### src/rtl/core/tlsc_pkg.sv
`timescale 1ns / 1ps
// Shared types and constants of the traffic light state classifier.
package tlsc_pkg;

  localparam int LAMPS  = 3;
  localparam int SUM_W  = 32;
  localparam int CNT_W  = 24;
  localparam int MEAN_W = 16;
  localparam int BOX_W  = 64;
  localparam int DIM_W  = 16;

  // Frame queue between the accumulator and the divider.
  localparam int Q_DEPTH = 2;
  localparam int Q_PTR_W = $clog2(Q_DEPTH);
  localparam int Q_CNT_W = $clog2(Q_DEPTH + 1);

  localparam logic [CNT_W-1:0] COUNT_MAX       = '1;
  localparam logic [7:0]       OFF_LEVEL_RESET = 8'd80;

  typedef enum logic [2:0] {
    LS_OFF    = 3'd0,
    LS_RED    = 3'd1,
    LS_YELLOW = 3'd2,
    LS_GREEN  = 3'd3,
    LS_UNDEF  = 3'd4
  } light_state_t;

  typedef enum logic [2:0] {
    REG_RED_BOX    = 3'd0,
    REG_YELLOW_BOX = 3'd1,
    REG_GREEN_BOX  = 3'd2,
    REG_LAMP_COUNT = 3'd3,
    REG_OFF_LEVEL  = 3'd4
  } reg_index_t;

  typedef enum logic [1:0] {
    B_IDLE,
    B_PREP,
    B_DIV,
    B_DONE
  } back_state_t;

  typedef struct packed {
    logic [LAMPS-1:0][BOX_W-1:0] boxes;
    logic [1:0]                  lamp_count;
    logic [7:0]                  off_level;
  } cfg_t;

  typedef struct packed {
    logic [LAMPS-1:0][SUM_W-1:0] sums;
    logic [LAMPS-1:0][CNT_W-1:0] counts;
  } frame_acc_t;

  typedef struct packed {
    light_state_t                 state;
    logic [LAMPS-1:0][MEAN_W-1:0] means;
    logic [LAMPS-1:0]             lamps_valid;
  } result_t;

endpackage

### src/rtl/core/tlsc_front.sv
`timescale 1ns / 1ps
// Pixel front end: gray conversion, lamp box tests and per-frame accumulation.
module tlsc_front #(
  parameter int COORD_BITS = 12
) (
  input  logic                   clk,
  input  logic                   rst,
  input  tlsc_pkg::cfg_t         cfg,
  input  logic                   in_valid,
  output logic                   in_ready,
  input  logic [COORD_BITS-1:0]  pix_x,
  input  logic [COORD_BITS-1:0]  pix_y,
  input  logic [7:0]             pix_red,
  input  logic [7:0]             pix_green,
  input  logic [7:0]             pix_blue,
  input  logic                   frame_end,
  output logic                   acc_push,
  output tlsc_pkg::frame_acc_t   acc_data,
  input  logic                   acc_full
);
  import tlsc_pkg::*;

  localparam int EDGE_W = DIM_W + 2;
  localparam int GRAY_W = 22;
  localparam logic [GRAY_W-1:0] WEIGHT_R = 22'd4899;
  localparam logic [GRAY_W-1:0] WEIGHT_G = 22'd9617;
  localparam logic [GRAY_W-1:0] WEIGHT_B = 22'd1868;
  localparam logic [GRAY_W-1:0] GRAY_RND = 22'd8192;

  // Inner half-box bounds, low edge inclusive and high edge exclusive.
  logic [LAMPS-1:0][EDGE_W-2:0] lo_x, lo_y;
  logic [LAMPS-1:0][EDGE_W-1:0] hi_x, hi_y;

  logic                  advance;
  logic                  p1_valid, p1_last;
  logic [COORD_BITS-1:0] p1_x, p1_y;
  logic [7:0]            p1_r, p1_g, p1_b;
  logic                  p2_valid, p2_last;
  logic [7:0]            p2_gray;
  logic [LAMPS-1:0]      p2_hit;

  logic [GRAY_W-1:0]     gray_wide;
  logic [LAMPS-1:0]      hit;
  logic [EDGE_W-1:0]     px_e, py_e;

  logic [LAMPS-1:0][SUM_W-1:0] sums, sums_next;
  logic [LAMPS-1:0][CNT_W-1:0] counts, counts_next;

  always_ff @(posedge clk) begin
    for (int i = 0; i < LAMPS; i++) begin
      lo_x[i] <= {1'b0, cfg.boxes[i][15:0]} + {3'b000, cfg.boxes[i][47:34]};
      lo_y[i] <= {1'b0, cfg.boxes[i][31:16]} + {3'b000, cfg.boxes[i][63:50]};
      hi_x[i] <= {2'b00, cfg.boxes[i][15:0]} + {4'b0000, cfg.boxes[i][47:34]}
                 + {3'b000, cfg.boxes[i][47:33]};
      hi_y[i] <= {2'b00, cfg.boxes[i][31:16]} + {4'b0000, cfg.boxes[i][63:50]}
                 + {3'b000, cfg.boxes[i][63:49]};
    end
  end

  // The whole pipe holds only while a frame end waits for queue space.
  assign advance  = !(p2_valid && p2_last && acc_full);
  assign in_ready = advance;

  always_ff @(posedge clk) begin
    if (rst) begin
      p1_valid <= 1'b0;
      p2_valid <= 1'b0;
    end else if (advance) begin
      p1_valid <= in_valid;
      p2_valid <= p1_valid;
    end
  end

  always_ff @(posedge clk) begin
    if (advance) begin
      p1_x    <= pix_x;
      p1_y    <= pix_y;
      p1_r    <= pix_red;
      p1_g    <= pix_green;
      p1_b    <= pix_blue;
      p1_last <= frame_end;
      p2_gray <= gray_wide[21:14];
      p2_hit  <= hit;
      p2_last <= p1_last;
    end
  end

  always_comb begin
    gray_wide = {14'd0, p1_r} * WEIGHT_R + {14'd0, p1_g} * WEIGHT_G
                + {14'd0, p1_b} * WEIGHT_B + GRAY_RND;
    px_e = {{(EDGE_W-COORD_BITS){1'b0}}, p1_x};
    py_e = {{(EDGE_W-COORD_BITS){1'b0}}, p1_y};
    for (int i = 0; i < LAMPS; i++) begin
      hit[i] = (2'(i) < cfg.lamp_count)
               && (px_e >= {1'b0, lo_x[i]}) && (px_e < hi_x[i])
               && (py_e >= {1'b0, lo_y[i]}) && (py_e < hi_y[i]);
    end
  end

  always_comb begin
    for (int i = 0; i < LAMPS; i++) begin
      if (p2_hit[i] && (counts[i] != COUNT_MAX)) begin
        sums_next[i]   = sums[i] + {24'd0, p2_gray};
        counts_next[i] = counts[i] + 24'd1;
      end else begin
        sums_next[i]   = sums[i];
        counts_next[i] = counts[i];
      end
    end
  end

  // The frame end pixel is counted before its totals are handed on.
  assign acc_push        = advance && p2_valid && p2_last;
  assign acc_data.sums   = sums_next;
  assign acc_data.counts = counts_next;

  always_ff @(posedge clk) begin
    if (rst) begin
      sums   <= '0;
      counts <= '0;
    end else if (advance && p2_valid) begin
      if (p2_last) begin
        sums   <= '0;
        counts <= '0;
      end else begin
        sums   <= sums_next;
        counts <= counts_next;
      end
    end
  end

endmodule

### src/rtl/core/tlsc_queue.sv
`timescale 1ns / 1ps
// Short queue of finished frame totals between the front end and the divider.
module tlsc_queue (
  input  logic                 clk,
  input  logic                 rst,
  input  logic                 push,
  input  tlsc_pkg::frame_acc_t push_data,
  output logic                 full,
  input  logic                 pop,
  output tlsc_pkg::frame_acc_t head,
  output logic                 empty
);
  import tlsc_pkg::*;

  frame_acc_t                 entries [Q_DEPTH];
  logic [Q_PTR_W-1:0]         wr_ptr, rd_ptr;
  logic [Q_CNT_W-1:0]         fill;
  logic                       do_push, do_pop;

  assign full    = (fill == Q_CNT_W'(Q_DEPTH));
  assign empty   = (fill == '0);
  assign do_push = push && !full;
  assign do_pop  = pop && !empty;
  assign head    = entries[rd_ptr];

  always_ff @(posedge clk) begin
    if (do_push) begin
      entries[wr_ptr] <= push_data;
    end
  end

  always_ff @(posedge clk) begin
    if (rst) begin
      wr_ptr <= '0;
      rd_ptr <= '0;
      fill   <= '0;
    end else begin
      if (do_push) begin
        wr_ptr <= (wr_ptr == Q_PTR_W'(Q_DEPTH - 1)) ? '0 : wr_ptr + 1'b1;
      end
      if (do_pop) begin
        rd_ptr <= (rd_ptr == Q_PTR_W'(Q_DEPTH - 1)) ? '0 : rd_ptr + 1'b1;
      end
      if (do_push && !do_pop) begin
        fill <= fill + 1'b1;
      end else if (do_pop && !do_push) begin
        fill <= fill - 1'b1;
      end
    end
  end

endmodule

### src/rtl/core/tlsc_back.sv
`timescale 1ns / 1ps
// Back end: per-lamp mean by a shared serial divider, state decision, result register.
module tlsc_back (
  input  logic                 clk,
  input  logic                 rst,
  input  tlsc_pkg::cfg_t       cfg,
  input  logic                 q_empty,
  input  tlsc_pkg::frame_acc_t q_head,
  output logic                 q_pop,
  output logic                 out_valid,
  input  logic                 out_ready,
  output tlsc_pkg::result_t    out_result
);
  import tlsc_pkg::*;

  localparam int DVD_W = SUM_W + 8;
  localparam logic [1:0] LAST_LAMP = 2'(LAMPS - 1);
  localparam logic [3:0] DIV_LAST  = 4'(MEAN_W - 1);
  localparam logic signed [MEAN_W:0] ABSENT_MEAN = -17'sd256;

  back_state_t                  state, state_next;
  frame_acc_t                   work;
  logic [1:0]                   lamp;
  logic [3:0]                   bit_cnt;
  logic [CNT_W-1:0]             rem, rem_next;
  logic [MEAN_W-1:0]            quo, quo_next;
  logic [LAMPS-1:0][MEAN_W-1:0] means;
  logic [LAMPS-1:0]             lamp_ok;

  logic                         active, load_out;
  logic [CNT_W-1:0]             div_n;
  logic [DVD_W-1:0]             dividend;
  logic [CNT_W:0]               trial;
  logic                         ge;
  logic signed [MEAN_W:0]       mv [LAMPS];
  logic signed [MEAN_W:0]       lvl;
  light_state_t                 decision;

  assign div_n    = work.counts[lamp];
  assign active   = (lamp < cfg.lamp_count) && (div_n != '0);
  // Rounded mean: (sum * 256 + count / 2) / count.
  assign dividend = {work.sums[lamp], 8'd0} + {16'd0, 1'b0, div_n[CNT_W-1:1]};

  // One restoring step; the quotient bits shift in behind the dividend bits.
  always_comb begin
    trial    = {rem, quo[MEAN_W-1]};
    ge       = (trial >= {1'b0, div_n});
    rem_next = ge ? CNT_W'(trial - {1'b0, div_n}) : trial[CNT_W-1:0];
    quo_next = {quo[MEAN_W-2:0], ge};
  end

  always_comb begin
    state_next = state;
    q_pop      = 1'b0;
    load_out   = 1'b0;
    case (state)
      B_IDLE: begin
        if (!q_empty) begin
          q_pop      = 1'b1;
          state_next = B_PREP;
        end
      end
      B_PREP: begin
        if (active) begin
          state_next = B_DIV;
        end else if (lamp == LAST_LAMP) begin
          state_next = B_DONE;
        end
      end
      B_DIV: begin
        if (bit_cnt == DIV_LAST) begin
          state_next = (lamp == LAST_LAMP) ? B_DONE : B_PREP;
        end
      end
      B_DONE: begin
        if (!out_valid || out_ready) begin
          load_out   = 1'b1;
          state_next = B_IDLE;
        end
      end
      default: state_next = B_IDLE;
    endcase
  end

  always_ff @(posedge clk) begin
    if (rst) begin
      state <= B_IDLE;
    end else begin
      state <= state_next;
    end
  end

  always_ff @(posedge clk) begin
    case (state)
      B_IDLE: begin
        if (!q_empty) begin
          work <= q_head;
          lamp <= '0;
        end
      end
      B_PREP: begin
        if (active) begin
          rem     <= dividend[DVD_W-1:MEAN_W];
          quo     <= dividend[MEAN_W-1:0];
          bit_cnt <= '0;
        end else begin
          means[lamp]   <= '0;
          lamp_ok[lamp] <= 1'b0;
          lamp          <= lamp + 2'd1;
        end
      end
      B_DIV: begin
        rem     <= rem_next;
        quo     <= quo_next;
        bit_cnt <= bit_cnt + 4'd1;
        if (bit_cnt == DIV_LAST) begin
          means[lamp]   <= quo_next;
          lamp_ok[lamp] <= 1'b1;
          lamp          <= lamp + 2'd1;
        end
      end
      default: ;
    endcase
  end

  // A lamp without a measurement ranks as -1.0 in every comparison.
  always_comb begin
    for (int i = 0; i < LAMPS; i++) begin
      mv[i] = lamp_ok[i] ? $signed({1'b0, means[i]}) : ABSENT_MEAN;
    end
    lvl = $signed({1'b0, cfg.off_level, 8'd0});
    if (cfg.lamp_count == '0) begin
      decision = LS_UNDEF;
    end else if ((mv[0] < lvl) && (mv[1] < lvl) && (mv[2] < lvl)) begin
      decision = LS_OFF;
    end else if ((mv[0] > mv[1]) && (mv[0] > mv[2])) begin
      decision = LS_RED;
    end else if ((mv[1] > mv[0]) && (mv[1] > mv[2])) begin
      decision = LS_YELLOW;
    end else if ((mv[2] > mv[0]) && (mv[2] > mv[1])) begin
      decision = LS_GREEN;
    end else begin
      decision = LS_UNDEF;
    end
  end

  always_ff @(posedge clk) begin
    if (rst) begin
      out_valid <= 1'b0;
    end else if (load_out) begin
      out_valid <= 1'b1;
    end else if (out_ready) begin
      out_valid <= 1'b0;
    end
  end

  always_ff @(posedge clk) begin
    if (load_out) begin
      out_result.state       <= decision;
      out_result.means       <= means;
      out_result.lamps_valid <= lamp_ok;
    end
  end

endmodule

### src/rtl/core/traffic_light_state_classifier.sv
`timescale 1ns / 1ps
// Top level of the traffic light state classifier with its register port.
//
//  Channel   Direction  Handshake          Carries
//  s_*       in         tvalid / tready    one pixel per transaction, tlast = frame end
//  m_*       out        tvalid / tready    one light state and three lamp means per frame
//  APB       in / out   psel / penable     lamp boxes, lamp count, off level
//
// Pixels are taken at one per clock with no gaps while s_tready is high. A pixel
// passes the p1 and p2 registers of the front end before it lands in the lamp sums;
// the frame end pixel then moves the frame totals into a two-entry queue. The back
// end runs one serial divide per measured lamp plus a setup step per lamp. Synchronous
// reset clears the sums, the queue and both handshakes; there is no clearing pass.
// s_tready drops only while a frame end waits for a free queue entry, which takes two
// frames still waiting on the back end.
module traffic_light_state_classifier #(
  parameter int COORD_BITS = 12
) (
  input  logic                                        clk,
  input  logic                                        rst,
  input  logic                                        s_tvalid,
  output logic                                        s_tready,
  // pix_x, pix_y, pix_red, pix_green, pix_blue, then zero fill
  input  logic [((2*COORD_BITS+24+7)/8)*8-1:0]        s_tdata,
  input  logic                                        s_tlast,
  output logic                                        m_tvalid,
  input  logic                                        m_tready,
  // light_state, red_mean, yellow_mean, green_mean, then zero fill
  output logic [55:0]                                 m_tdata,
  // lamps_valid
  output logic [2:0]                                  m_tuser,
  input  logic                                        psel,
  input  logic                                        penable,
  input  logic                                        pwrite,
  input  logic [5:0]                                  paddr,
  input  logic [63:0]                                 pwdata,
  output logic [63:0]                                 prdata,
  output logic                                        pready
);
  import tlsc_pkg::*;

  cfg_t       cfg;
  logic       reg_write;
  logic [2:0] reg_index;

  logic       acc_push, acc_full, acc_empty, acc_pop;
  frame_acc_t acc_data, acc_head;
  result_t    result;

  // Registers sit at byte address 8 * index.
  assign pready    = 1'b1;
  assign reg_write = psel && penable && pwrite && pready;
  assign reg_index = paddr[5:3];

  always_ff @(posedge clk) begin
    if (rst) begin
      cfg.boxes      <= '0;
      cfg.lamp_count <= '0;
      cfg.off_level  <= OFF_LEVEL_RESET;
    end else if (reg_write) begin
      case (reg_index)
        REG_RED_BOX:    cfg.boxes[0]   <= pwdata;
        REG_YELLOW_BOX: cfg.boxes[1]   <= pwdata;
        REG_GREEN_BOX:  cfg.boxes[2]   <= pwdata;
        REG_LAMP_COUNT: cfg.lamp_count <= pwdata[1:0];
        REG_OFF_LEVEL:  cfg.off_level  <= pwdata[7:0];
        default: ;
      endcase
    end
  end

  always_comb begin
    case (reg_index)
      REG_RED_BOX:    prdata = cfg.boxes[0];
      REG_YELLOW_BOX: prdata = cfg.boxes[1];
      REG_GREEN_BOX:  prdata = cfg.boxes[2];
      REG_LAMP_COUNT: prdata = {62'd0, cfg.lamp_count};
      REG_OFF_LEVEL:  prdata = {56'd0, cfg.off_level};
      default:        prdata = '0;
    endcase
  end

  // The front end sums gray values per lamp for the running frame.
  tlsc_front #(
    .COORD_BITS (COORD_BITS)
  ) u_front (
    .clk       (clk),
    .rst       (rst),
    .cfg       (cfg),
    .in_valid  (s_tvalid),
    .in_ready  (s_tready),
    .pix_x     (s_tdata[COORD_BITS-1:0]),
    .pix_y     (s_tdata[2*COORD_BITS-1:COORD_BITS]),
    .pix_red   (s_tdata[2*COORD_BITS+7:2*COORD_BITS]),
    .pix_green (s_tdata[2*COORD_BITS+15:2*COORD_BITS+8]),
    .pix_blue  (s_tdata[2*COORD_BITS+23:2*COORD_BITS+16]),
    .frame_end (s_tlast),
    .acc_push  (acc_push),
    .acc_data  (acc_data),
    .acc_full  (acc_full)
  );

  // Finished frames wait here so the pixel stream waits on the divider only when the queue is full.
  tlsc_queue u_queue (
    .clk       (clk),
    .rst       (rst),
    .push      (acc_push),
    .push_data (acc_data),
    .full      (acc_full),
    .pop       (acc_pop),
    .head      (acc_head),
    .empty     (acc_empty)
  );

  // The back end turns frame totals into means and a light state.
  tlsc_back u_back (
    .clk        (clk),
    .rst        (rst),
    .cfg        (cfg),
    .q_empty    (acc_empty),
    .q_head     (acc_head),
    .q_pop      (acc_pop),
    .out_valid  (m_tvalid),
    .out_ready  (m_tready),
    .out_result (result)
  );

  assign m_tdata = {5'd0, result.means[2], result.means[1], result.means[0], result.state};
  assign m_tuser = result.lamps_valid;

  // A frame end is only handed to the queue when it has room.
  assert property (@(posedge clk) disable iff (rst) !(acc_push && acc_full))
    else $error("frame totals pushed into a full queue");

  // The pixel side only stalls because the queue is full.
  assert property (@(posedge clk) disable iff (rst) !s_tready |-> acc_full)
    else $error("pixel input stalled with queue space free");

  // With no lamp measured, the state can only be off or undefined.
  assert property (@(posedge clk) disable iff (rst)
    (m_tvalid && (result.lamps_valid == 3'b000))
      |-> ((result.state == LS_OFF) || (result.state == LS_UNDEF)))
    else $error("lamp chosen although no lamp was measured");

  // A winning lamp must itself have been measured.
  assert property (@(posedge clk) disable iff (rst)
    m_tvalid |-> ((result.state != LS_RED || result.lamps_valid[0])
               && (result.state != LS_YELLOW || result.lamps_valid[1])
               && (result.state != LS_GREEN || result.lamps_valid[2])))
    else $error("winning lamp has no measured mean");

endmodule
### config.mk
export PLATFORM = sky130hd
export DESIGN_NAME = traffic_light_state_classifier
export DESIGN_NICKNAME = d
export VERILOG_FILES = /design/src/rtl/core/tlsc_pkg.sv /design/src/rtl/core/tlsc_front.sv /design/src/rtl/core/tlsc_queue.sv /design/src/rtl/core/tlsc_back.sv /design/src/rtl/core/traffic_light_state_classifier.sv
export SDC_FILE = /design/constraint.sdc
export NUM_CORES = 2
export LEC_CHECK = 0
export BUFFER_PORTS_ARGS = -buffer_cell sky130_fd_sc_hd__buf_4
export CAP_MARGIN = 20
export CORE_MARGIN = 3
export CORE_UTILIZATION = 57
export CTS_BUF_LIST = sky130_fd_sc_hd__clkbuf_4 sky130_fd_sc_hd__clkbuf_8
export DETAILED_ROUTE_END_ITERATION = 10
export PLACE_DENSITY = 0.74
export SLEW_MARGIN = 10
export SYNTH_ARGS = -nofsm -noshare
export SYNTH_HDL_FRONTEND = slang
export SYNTH_SLANG_ARGS = --single-unit
export TNS_END_PERCENT = 30
### constraint.sdc
create_clock -name clk -period 21.2 [get_ports clk]
set_input_delay 4.24 -clock clk [delete_from_list [all_inputs] [get_ports clk]]
set_output_delay 4.24 -clock clk [all_outputs]
set_load 0.005 [all_outputs]
# After elaboration in Yosys (flattened, before gate mapping)
# Memories as Yosys holds them, arrays and structs flattened. A register that Yosys moved wholly into a read port is not among the register bits.
# Index checks and enable logic that the tools add are counted.
[word_totals]
mem_bits_rw = 336
out_inout_bits = 126
n_memories = 1
reg_bits = 801
input_bits = 126
[mem_list]
columns = ["name", "depth", "width", "rd", "rd_ports_with_merged_regs", "wr", "line_no", "source"]
rows = [
  ["u_queue.entries", 2, 168, 1, 1, 1, "tlsc_queue.sv:15", "frame_acc_t entries [Q_DEPTH];"],
]
[op_classes]
bitwise = 6
add_sub_neg = 35
eq_ne = 19
n_lt_le_gt_ge = 28
n_reduce_logical = 60
n_mul = 3
mux = 61
[op_table]
columns = ["cell", "count"]
rows = [
  ["one-hot mux 64 bit (5 select lines)", 1],
  ["adder 16 x 14 -> 17 bit", 12],
  ["2-to-1 mux 24 bit", 6],
  ["2-to-1 mux 32 bit", 4],
  ["adder 18 x 15 -> 18 bit", 6],
  ["< comparator 12 x 18 -> 1 bit", 6],
  ["greater-or-equal comparator 12 x 17 -> 1 bit", 6],
  ["greater-than comparator 17 bit", 6],
  ["adder 32 x 8 -> 32 bit", 3],
  ["2-to-1 mux 48 bit", 2],
  ["2-to-1 mux 96 bit", 1],
  ["one-hot mux 48 bit (2 select lines)", 1],
  ["adder 24 x 1 -> 24 bit (second input constant)", 3],
  ["2-to-1 mux 72 bit", 1],
  ["!= test 24 bit (second input constant)", 3],
  ["binary-select mux 32 bit (select 2 bit)", 1],
  ["< comparator 17 bit", 3],
  ["2-to-1 mux 17 bit", 3],
  ["bitwise AND 48 bit", 1],
  ["binary-select mux 24 bit (select 2 bit)", 1],
  ["bitwise mux 48 bit", 1],
  ["NOT 48 bit", 1],
  ["one-hot mux 24 bit (2 select lines)", 1],
  ["adder 40 x 23 -> 40 bit", 1],
  ["other kinds (55)", 138],
]

# Depth between registers and ports, before layout
[logic_depth]
depth_word = 10
ltp_mapped = 30

# By module
# From an unflattened synthesis, not the netlist that was laid out.
[unflattened]
cells_unflattened = 6755
hier_area_um2 = 73696.9
[modules_own_cells]
columns = ["module", "seq_area_each_um2", "cells_each", "area_per_inst_um2", "instances"]
rows = [
  ["tlsc_front", 9318.9, 3794, 34344.2, 1],
  ["tlsc_back", 9639.2, 1350, 16766.1, 1],
  ["tlsc_queue", 10189.8, 548, 12767.2, 1],
  ["traffic_light_state_classifier", 4043.9, 1063, 9819.4, 1],
]

# Least setup slack after synthesis
# Ideal clock, no wire load.
[synth_path]
path_kind = "register -> register"
from = "register u_queue.fill[0]"
to = "memory u_queue.entries[0][0] (netlist name), enable pin"
setup_slack_ns = 5.604
stages_incl_launch_ff = 6
setup_ns = 0.901
arrival_ns = 14.695
period_less_slack_ns = 15.596
cell_sequence = "dfxtp_1 nand4b_1 nand2_1 nor2_1 clkbuf_1 nor3_1"
[synth_between]
elab_chain_len = 8
word_cells_on_any_way = 9
cone_classes = "1 x eq/ne; 2 x mux; 6 x reduce/logical"
[synth_lines]
columns = ["item", "line_no", "source"]
rows = [
  ["start: declaration", "tlsc_queue.sv:17", "logic [Q_CNT_W-1:0] fill;"],
  ["start signal: assignment", "tlsc_queue.sv:45", "fill <= fill + 1'b1;"],
  ["start signal: assignment", "tlsc_queue.sv:47", "fill <= fill - 1'b1;"],
  ["equality test 2 bit", "tlsc_queue.sv:20", "assign full = (fill == Q_CNT_W'(Q_DEPTH));"],
  ["logical AND 1 bit", "tlsc_front.sv:61", "assign advance = !(p2_valid && p2_last && acc_full);"],
  ["zero test 1 bit", "tlsc_front.sv:61", ""],
  ["named net s_tready", "traffic_light_state_classifier.sv:22", "output logic s_tready,"],
  ["logical AND 1 bit (2 in series)", "tlsc_front.sv:113", "assign acc_push = advance && p2_valid && p2_last;"],
  ["logical AND 1 bit", "tlsc_queue.sv:22", "assign do_push = push && !full;"],
  ["2-to-1 mux 1 bit", "tlsc_queue.sv:27", "if (do_push) begin"],
  ["2-to-1 mux 1 bit (not written as such)", "tlsc_queue.sv:28", "entries[wr_ptr] <= push_data;"],
  ["end: declaration", "tlsc_queue.sv:15", ""],
]
# The timed path passes the listed nets, and every way through them passes these cells.

# Worst setup path after layout
[layout_path]
from = "input port paddr[4]"
to = "output port prdata[49]"
[layout_between]
elab_chain_len = 2
word_cells_on_any_way = 6
cone_classes = "4 x eq/ne; 1 x mux; 1 x reduce/logical"
[layout_lines]
columns = ["item", "line_no", "source"]
rows = [
  ["start: declaration", "traffic_light_state_classifier.sv:35", "input logic [5:0] paddr,"],
  ["equality test 3 bit (tied with other cells)", "traffic_light_state_classifier.sv:73", "case (reg_index)"],
  ["one-hot mux 64 bit (5 select lines) *", "traffic_light_state_classifier.sv:73", ""],
  ["end: declaration", "traffic_light_state_classifier.sv:37", "output logic [63:0] prdata,"],
]
# Every way passes the cells marked *; elsewhere a longest branch is shown, timed or not.

==> flow_metrics.tcl <==
set metrics [dict create \
    synth-xor-area-share_pct 4.736 \
    arrival_ns 6.39 \
    grt_pass1_vias 49013 \
    ys_warn_count 0 \
    clock-skew-final_ns 0.05896 \
    cap_violations 0 \
    rr_worst_depth 30 \
    maxSlewHeadroom_pct 27.08 \
    synthArstFlopShare_pct 0 \
    grt_max_degree 95 \
    hold_viol_final 0 \
    p_leak_uw 0.03223 \
    synth_area_per_cell_um2 10.49 \
    wl_per_cell_um 19.42 \
    io_buffers 242 \
    gr-usage-all-layers_pct 26.37 \
    syn_to_final_growth_pct 11.26 \
    yosysSeqAreaShare_pct 47.75 \
    dpl.hpwl_mm 120.2 \
    wirelength_mm 169.1 \
    via_count 50342 \
    drive_above_1_share_pct 13.17 \
    clockRootBuffer "clkbuf_8" \
    place_congestion 0.9202 \
    synth_edf_count 716 \
    hold_depth 0 \
    yosys.area_share.simple_pct 11.33 \
    cts_hold_buffers 0 \
    io_pins 252 \
    p_per_area_nw_per_um2 116.4 \
    synth_cells 6643 \
    fmax_mhz 94.08 \
    slew_violations 0 \
    synth-compound-area-share_pct 13.30 \
    hold_ws_ns 0.4205 \
    muxShareOfSynthArea_pct 5.086 \
    total_power_uw 9032 \
    fillers 9500 \
    path_class "input port to primary output" \
    post-cts-setup-buffer-count 0 \
    tns_ns 0 \
    dieHeight_um 355.7 \
    setup_slack_ns 10.57 \
    cts-htree-levels 4 \
    drtAntennaViolNets 0 \
    preCtsSetupSlack_ns 10.59 \
    clockBufferDepth 3 \
    cp-end-kind "primary output" \
    peakVddDrop_mv 0.1382 \
    cts_made_buffers 211 \
    fin_crit_sh_pct 50.14 \
    row_count 127 \
    die_x_um 355.7 \
    drc_errors 0 \
    synth.distinct_cells 95 \
    grt_overflow 0 \
    rsz0062_at_grt "no" \
    first_iter_violations 4075 \
    ctsResizeCount 0 \
    grt_pass1_wl_mm 265.5 \
    clk_latency_ns 0.92 \
    critPathLaunchType "input port" \
    tightest_slew_ns 1.094 \
    cts_sinks 1305 \
    first_pass_iters 8 \
    min_path_type "flop to flop" \
    cts.clk_slew.worst_paths_ns 0.06 \
    min_period_ns 10.63 \
    synthAdderAreaFrac_pct 13.81 \
    final_nets 7740 \
    viasPerCell 5.783 \
    die_area_um2 126500 \
    antenna_found_initial 1 \
    outcome "complete, no violations" \
    synth_top_family_by_area "adder cells" \
    required_ns 16.96 \
    syn_area_um2 69720 \
    core_area_um2 120600 \
    critPathMaxFanout 58 \
    synth_ff_type "edfxtp_1" \
    start_util_pct 57.80 \
    setup_violations 0 \
    cts_tree "done" \
    synth_seq_cells 1305 \
]
[Yosys cell counts (134+ instances only)]
master / number / share of area (%)
nand2_1: 746 / 4.0
edfxtp_1: 716 / 31
ha_1: 603 / 11
dfxtp_1: 589 / 17
a21oi_1: 524 / 3.8
inv_1: 454 / 2.4
nor2_1: 446 / 2.4
o21ai_0: 299 / 2.1
xnor2_1: 243 / 3.1
mux2_2: 186 / 3.0
clkbuf_1: 184 / 0.99
mux2i_1: 145 / 2.1
xor2_1: 134 / 1.7
[flip-flops by register name (all words and copies together), names as in the netlist, 16 cells and up, named ones only]
register	cells
u_front.sums	96
u_back.out_result	54
cfg	202
u_back.quo	16
u_front.hi_y	54
u_front.counts	72
u_front.lo_y	51
u_back.means	48
u_back.rem	24
u_front.lo_x	51
u_front.hi_x	54
u_back.work	168
u_queue.entries	336
[per-layer routing]
layer	wire, µm	vias up	GRT usage (%)
met4	6059	0	10.24
met5	0	-	0
met3	9632	356	3.701
li1	-	24280	-
met2	79830	1548	43.11
met1	73550	24158	35.63
[critical path: stages]
cell     delay, ns
buf_4         0.30
buf_4         0.78
nor2b_4       0.05
buf_4         0.35
a21oi_1       0.34
nor2_1        0.08
buf_4         0.18
[kinds of logic after synthesis]
kind of cell | count (synthesis)
compound gates | 1474
mux | 331
flops | 1305
xor+xnor | 377
buf+inv | 710
fa+ha+maj | 707
other cells | 2
simple gates | 1737
[power by group]
part | leakage (µW) | switching [µW] | total (µW) | internal, µW
Combinational | 0.0181 | 2020 | 3450 | 1420
Clock | 0.00240 | 1020 | 2270 | 1240
Sequential | 0.0117 | 181 | 3320 | 3140
[placed cells by master (no fill, tap or decap), drive strengths merged, types with 25 or more instances in the layout]
cell	count
a211oi	30
a21o	122
a21oi	524
a22o	65
a22oi	42
a31oi	69
and2	36
and3	59
buf	302
clkbuf	317
clkinv	64
dfxtp	589
edfxtp	716
fa	104
ha	603
inv	464
mux2	186
mux2i	145
nand2	746
nand2b	61
nand3	100
nand4	52
nor2	448
nor2b	39
nor3	71
nor4	30
o21a	53
o21ai	308
o21bai	28
o2bb2ai	26
o31ai	51
or3	25
xnor2	243
xor2	134
[cell type report]
cell class	count	area, µm²	share of cell area, %
diodes	1	2.502	0.003226
clock inverters	81	629.4	0.8114
repair buffers	302	2282	2.942
multi-input cells	4632	33770	43.54
well taps	1612	2017	2.600
inverters	455	1713	2.208
flip-flops and latches	1305	33300	42.93
clock buffers	317	3850	4.964
[worst paths after layout]
kind / startpoint / endpoint / slack [ns]
min: u_front.p1_last / u_front.p2_last / 0.42
min reg2reg: u_front.p1_last / u_front.p2_last / 0.42
max reg2reg: u_front.p1_b[5] / u_front.p2_gray[7] / 12.84
max: paddr[4] / prdata[49] / 10.57
[metrics by stage]
step                util, %  instances  instance area [µm²]
floorplan                 -       6647                69730
global placement      60.58       8304                73060
detailed placement    60.59       8306                73080
CTS                   64.31       8704                77560
global route          64.31       8705                77560
finish                64.31       8705                77560
(Power assumes the default switching activity.)
